<file path="src/hdl/spq_pkg.sv">
// Types and constants of the sorted priority queue.
`default_nettype none
package spq_pkg;

    localparam int CAPACITY_DEF = 16;

    localparam logic OP_ENQUEUE = 1'b0;
    localparam logic OP_DEQUEUE = 1'b1;

    typedef struct packed {
        logic               opcode;
        logic signed [31:0] item_value;
        logic signed [31:0] item_priority;
    } in_t;

    typedef struct packed {
        logic               head_valid;
        logic signed [31:0] head_value;
        logic signed [31:0] head_priority;
        logic [4:0]         entry_count;
        logic               dropped;
    } out_t;

    typedef struct packed {
        logic signed [31:0] value;
        logic signed [31:0] prio;
    } entry_t;

    typedef struct packed {
        logic enq;
        logic deq;
    } cell_ctl_t;

endpackage
`default_nettype wire

</file>
<file path="src/hdl/spq_cell.sv">
// One slot of the sorted shift-register queue.
`default_nettype none
module spq_cell (
    input  wire logic               clk,
    input  wire spq_pkg::cell_ctl_t ctl,
    input  wire logic               occupied,
    input  wire spq_pkg::entry_t    new_entry,
    input  wire spq_pkg::entry_t    left_entry,
    input  wire logic               left_ins,
    input  wire spq_pkg::entry_t    right_entry,
    output spq_pkg::entry_t         entry,
    output logic                    ins
);
    import spq_pkg::*;

    entry_t entry_reg;
    entry_t entry_next;

    assign ins   = !occupied || (entry_reg.prio < new_entry.prio);
    assign entry = entry_reg;

    always_comb
    begin
        entry_next = entry_reg;
        if (ctl.enq && ins)
        begin
            entry_next = left_ins ? left_entry : new_entry;
        end
        else if (ctl.deq)
        begin
            entry_next = right_entry;
        end
    end

    always_ff @(posedge clk)
    begin
        entry_reg <= entry_next;
    end

endmodule
`default_nettype wire

</file>
<file path="src/hdl/sorted_priority_queue.sv">
// Top level of the sorted priority queue: a row of slots kept in priority order.
// The result of an operation is shown in the cycle after start is taken.
// Throughput: one operation per cycle; busy stays low, every slot updates at once.
// Reset clears the entry count, the result strobe and the dropped flag; slot contents need no reset.
// The receiver cannot stall: done is high for exactly one cycle per operation.
`default_nettype none
module sorted_priority_queue #(
    parameter int CAPACITY = spq_pkg::CAPACITY_DEF
) (
    input  wire logic         clk,
    input  wire logic         rst_n,
    input  wire logic         start,
    output logic              busy,
    input  wire spq_pkg::in_t cmd,
    output logic              done,
    output spq_pkg::out_t     result
);
    import spq_pkg::*;

    localparam int CW = $clog2(CAPACITY + 1);

    logic [CW-1:0] count_reg;
    logic [CW-1:0] count_next;
    logic          done_reg;
    logic          done_next;
    logic          drop_reg;
    logic          drop_next;

    logic          take;
    logic          full;
    logic          empty;
    cell_ctl_t     ctl;
    entry_t        new_entry;
    entry_t        cells  [CAPACITY];
    logic          ins    [CAPACITY];

    assign busy  = 1'b0;
    assign take  = start && !busy;
    assign full  = (count_reg == CW'(CAPACITY));
    assign empty = (count_reg == '0);

    assign ctl.enq = take && (cmd.opcode == OP_ENQUEUE) && !full;
    assign ctl.deq = take && (cmd.opcode == OP_DEQUEUE) && !empty;

    assign new_entry.value = cmd.item_value;
    assign new_entry.prio  = cmd.item_priority;

    genvar i;
    generate
        for (i = 0; i < CAPACITY; i++)
        begin : g_cell
            spq_cell u_cell (
                .clk         (clk),
                .ctl         (ctl),
                .occupied    (count_reg > CW'(i)),
                .new_entry   (new_entry),
                .left_entry  ((i == 0) ? entry_t'('0) : cells[(i == 0) ? 0 : i - 1]),
                .left_ins    ((i == 0) ? 1'b0 : ins[(i == 0) ? 0 : i - 1]),
                .right_entry ((i == CAPACITY - 1) ? entry_t'('0)
                                : cells[(i == CAPACITY - 1) ? i : i + 1]),
                .entry       (cells[i]),
                .ins         (ins[i])
            );
        end
    endgenerate

    always_comb
    begin
        count_next = count_reg;
        if (ctl.enq)
        begin
            count_next = count_reg + CW'(1);
        end
        else if (ctl.deq)
        begin
            count_next = count_reg - CW'(1);
        end
        done_next = take;
        drop_next = take && (cmd.opcode == OP_ENQUEUE) && full;
    end

    always_ff @(posedge clk or negedge rst_n)
    begin
        if (!rst_n)
        begin
            count_reg <= '0;
            done_reg  <= 1'b0;
            drop_reg  <= 1'b0;
        end
        else
        begin
            count_reg <= count_next;
            done_reg  <= done_next;
            drop_reg  <= drop_next;
        end
    end

    assign done                 = done_reg;
    assign result.head_valid    = !empty;
    assign result.head_value    = empty ? 32'sd0 : cells[0].value;
    assign result.head_priority = empty ? 32'sd0 : cells[0].prio;
    assign result.entry_count   = 5'(count_reg);
    assign result.dropped       = drop_reg;

endmodule
`default_nettype wire

</file>
<file path="config.mk">
export PLATFORM = sky130hd
export DESIGN_NAME = sorted_priority_queue
export DESIGN_NICKNAME = d
export VERILOG_FILES = /design/src/hdl/spq_pkg.sv /design/src/hdl/spq_cell.sv /design/src/hdl/sorted_priority_queue.sv
export SDC_FILE = /design/constraint.sdc
export NUM_CORES = 2
export LEC_CHECK = 0
export BUFFER_PORTS_ARGS = -buffer_cell sky130_fd_sc_hd__buf_2
export CORE_MARGIN = 1.5
export CORE_UTILIZATION = 57
export CTS_BUF_LIST = sky130_fd_sc_hd__clkbuf_16
export DETAILED_ROUTE_END_ITERATION = 8
export PLACE_DENSITY = 0.84
export SLEW_MARGIN = 25
export SYNTH_ARGS = -nofsm -noshare
export SYNTH_HDL_FRONTEND = slang
export SYNTH_SLANG_ARGS = --single-unit
</file>
<file path="constraint.sdc">
create_clock -name clk -period 20.2 [get_ports clk]
set_clock_uncertainty 0.2 [all_clocks]
set_input_delay 4.04 -clock clk [delete_from_list [all_inputs] [get_ports clk]]
set_output_delay 4.04 -clock clk [all_outputs]
set_load 0.1 [all_outputs]
</file>
==> results.json <==
{
  "maxSlewHeadroom_pct": 20.6,
  "fin_setup_tns_ns": 0,
  "htreeDepth": 3,
  "drive_above_1_share_pct": 15.6,
  "die_h_um": 338,
  "cts_setup_buffers": 0,
  "synthCells": 5861,
  "cts_tree": "built",
  "grt_pass1_wl_um": 317000,
  "cts_resized": 0,
  "total_power_mw": 11.5,
  "nets": 6368,
  "tightest_slew_ns": 1.19,
  "setup_violations": 0,
  "arrival_ns": 9.24,
  "ant_nets": 0,
  "multi_input_area_um2": 31300,
  "synth_seq_area_share_pct": 48.5,
  "cp_num_cells": 12,
  "holdPathStages": 2,
  "wl_per_cell_um": 29.1,
  "drt-initial-drc-count": 7148,
  "cp_top_family": "compound AO/OA/AOI/OAI gates",
  "rr_worst_depth": 10,
  "netlist_area_um2": 63800,
  "yosysWarnings": 0,
  "viasPerCell": 6.92,
  "antenna_found_initial": 10,
  "cts_hold_repair.buffers": 0,
  "crit_path_cell_trace": "buf_2 -> inv_1 -> ha_1 -> a21oi_1 -> o21ai_0 -> a21oi_1 -> nor3_1 -> o311ai_0 -> a31o_4 -> nand2_4 -> nand2_4 -> buf_4",
  "ys_top_cells_by_area": "edfxtp_1, ha_1, mux2i_1, mux2_2, nand2_1",
  "ios": 141,
  "ys_async_sr_fraction_pct": 0.679,
  "ys_ff_latch": 1031,
  "n_fill_cell": 8586,
  "core-area_um2": 111000,
  "io_buffers": 139,
  "overflow": 0,
  "synth_top_area_share_pct": 48.2,
  "path_max_fanout": 41,
  "p_leak_nw": 28.2,
  "layout_common_cells": "edfxtp_1, nand2_1, mux2i_1",
  "gp_congestion": 1.00,
  "yosysTopAreaCell": "edfxtp_1",
  "finalMaxSlewViolations": 0,
  "path_class": "in2reg",
  "period_needed_ns": 9.11,
  "largest_register_ffs": 1024,
  "max-cap-violations": 0,
  "hold_viol": 0,
  "cts_buffers": 109,
  "die_area_um2": 114000,
  "end_kind": "register",
  "syn-num-nets": 6430,
  "max_freq_ghz": 0.110,
  "required_ns": 20.34,
  "rsz0062_at_grt": "false",
  "post-route-period-util_pct": 45.1,
  "std_cell_rows": 122,
  "peakVddDrop_uv": 146,
  "hp-class": "reg2reg",
  "grt_pass1_vias": 50100,
  "start_util_pct": 57.6,
  "post-dp-hpwl_um": 138000,
  "crit_path_start_kind": "input port",
  "drt_pre_antenna_iters": 7,
  "power_per_cell_area_nw_per_um2": 165,
  "synth-edff-count": 1024,
  "critPathBufInv": 3,
  "root_buffer": "clkbuf_16",
  "ys.flop_type": "edfxtp_1",
  "clk_latency_ns": 0.74,
  "fp.dieW_um": 338,
  "clk_pin_slew_ns": 0.07,
  "synth_cell_type_count": 72,
  "wl_um": 215000,
  "layout_commonest_cell": "edfxtp_1",
  "cts_buffer_depth": 3,
  "grt.total_usage_pct": 37.2,
  "seq_area_um2": 30900,
  "slowest_delay_ns": 0.91,
  "grt_max_degree": 97,
  "vias": 51100,
  "cts_sinks": 1031,
  "avgSynthCellArea_um2": 10.9,
  "drc": 0,
  "syn_to_final_growth_pct": 9.13,
  "slowest_stage": "o311ai_0",
  "status": "finished clean"
}
power by group:
group	leakage (nW)	total [mW]	switching, mW	internal (mW)
registers	9.92	4.01	0.584	3.43
logic	16.4	5.28	3.45	1.83
clock network	1.88	2.20	0.938	1.26
total	28.2	11.5	4.97	6.52
logic make-up after synthesis:
group / after synthesis / share of synthesized area, %
xor+xnor: 3 / 0.0412
compound gates: 1321 / 11.6
simple gates: 1552 / 10.2
mux: 994 / 16.8
buf+inv: 458 / 3.10
flops: 1031 / 48.5
fa+ha+maj: 501 / 9.82
other cells: 1 / 0.00588
routing by layer:
metal	GRT usage (%)	vias to the layer above	wire length, µm
met2	56.5	3950	94600
met5	0.681	-	130
met4	19.6	6	12600
met1	48.8	24700	78500
met3	9.52	743	29300
li1	-	21800	-
final cells by class:
type	instances	area share (%)
Tap cell	1488	2.67
Inverter	50	0.270
Antenna cell	7	0.0252
Multi-Input combinational cell	4372	45.0
Timing Repair Buffer	235	2.11
Sequential cell	1031	44.4
Clock inverter	97	1.63
Clock buffer	109	3.92
Yosys cell counts (all sizes together), types with 4 or more instances:
cell	instances
a2111o	4
a2111oi	6
a211o	12
a211oi	25
a21o	49
a21oi	477
a221o	5
a221oi	7
a31oi	205
and2	70
and3	7
and4	7
buf	151
clkbuf	257
dfrtp	7
edfxtp	1024
ha	501
inv	50
mux2	447
mux2i	547
nand2	774
nand2b	17
nand3	52
nand4	81
nor2	485
nor2b	14
nor3	25
nor4	8
o211ai	14
o21a	14
o21ai	469
o31ai	6
or4	4
worst paths after layout:
check,from,slack [ns],endpoint
worst max-delay path,cmd[7],11.09,g_cell[8].u_cell.entry[15]
worst min-delay path,g_cell[10].u_cell.entry[51],0.35,g_cell[9].u_cell.entry[51]
worst max register to register,g_cell[8].u_cell.entry[2],14.69,g_cell[8].u_cell.entry[15]
worst min register to register,g_cell[10].u_cell.entry[51],0.35,g_cell[9].u_cell.entry[51]
max in group asynchronous,rst_n,16.61,count_reg[2]
min in group asynchronous,rst_n,2.97,count_reg[3]
worst min-delay path: cells and delay by family (launching register included):
kind               cells  cell delay, ns
and+or+nand+nor        1            0.05
AOI/OAI and AO/OA      1            0.06
DFF                    1            0.34
per-stage QoR:
step	setup WS, ns	hold slack (ns)	cell area, µm²	util, %	instances
final	11.09	0.352	69600	62.8	7389
after global routing	11.14	0.390	69600	62.8	7385
after CTS	11.34	0.348	69600	62.8	7381
after detailed placement	10.60	0.338	65700	59.3	7175
after global placement	10.68	0.331	65700	59.3	7174
after floorplan	8.63	0.318	63800	-	5861
(Power assumes the default switching activity.)
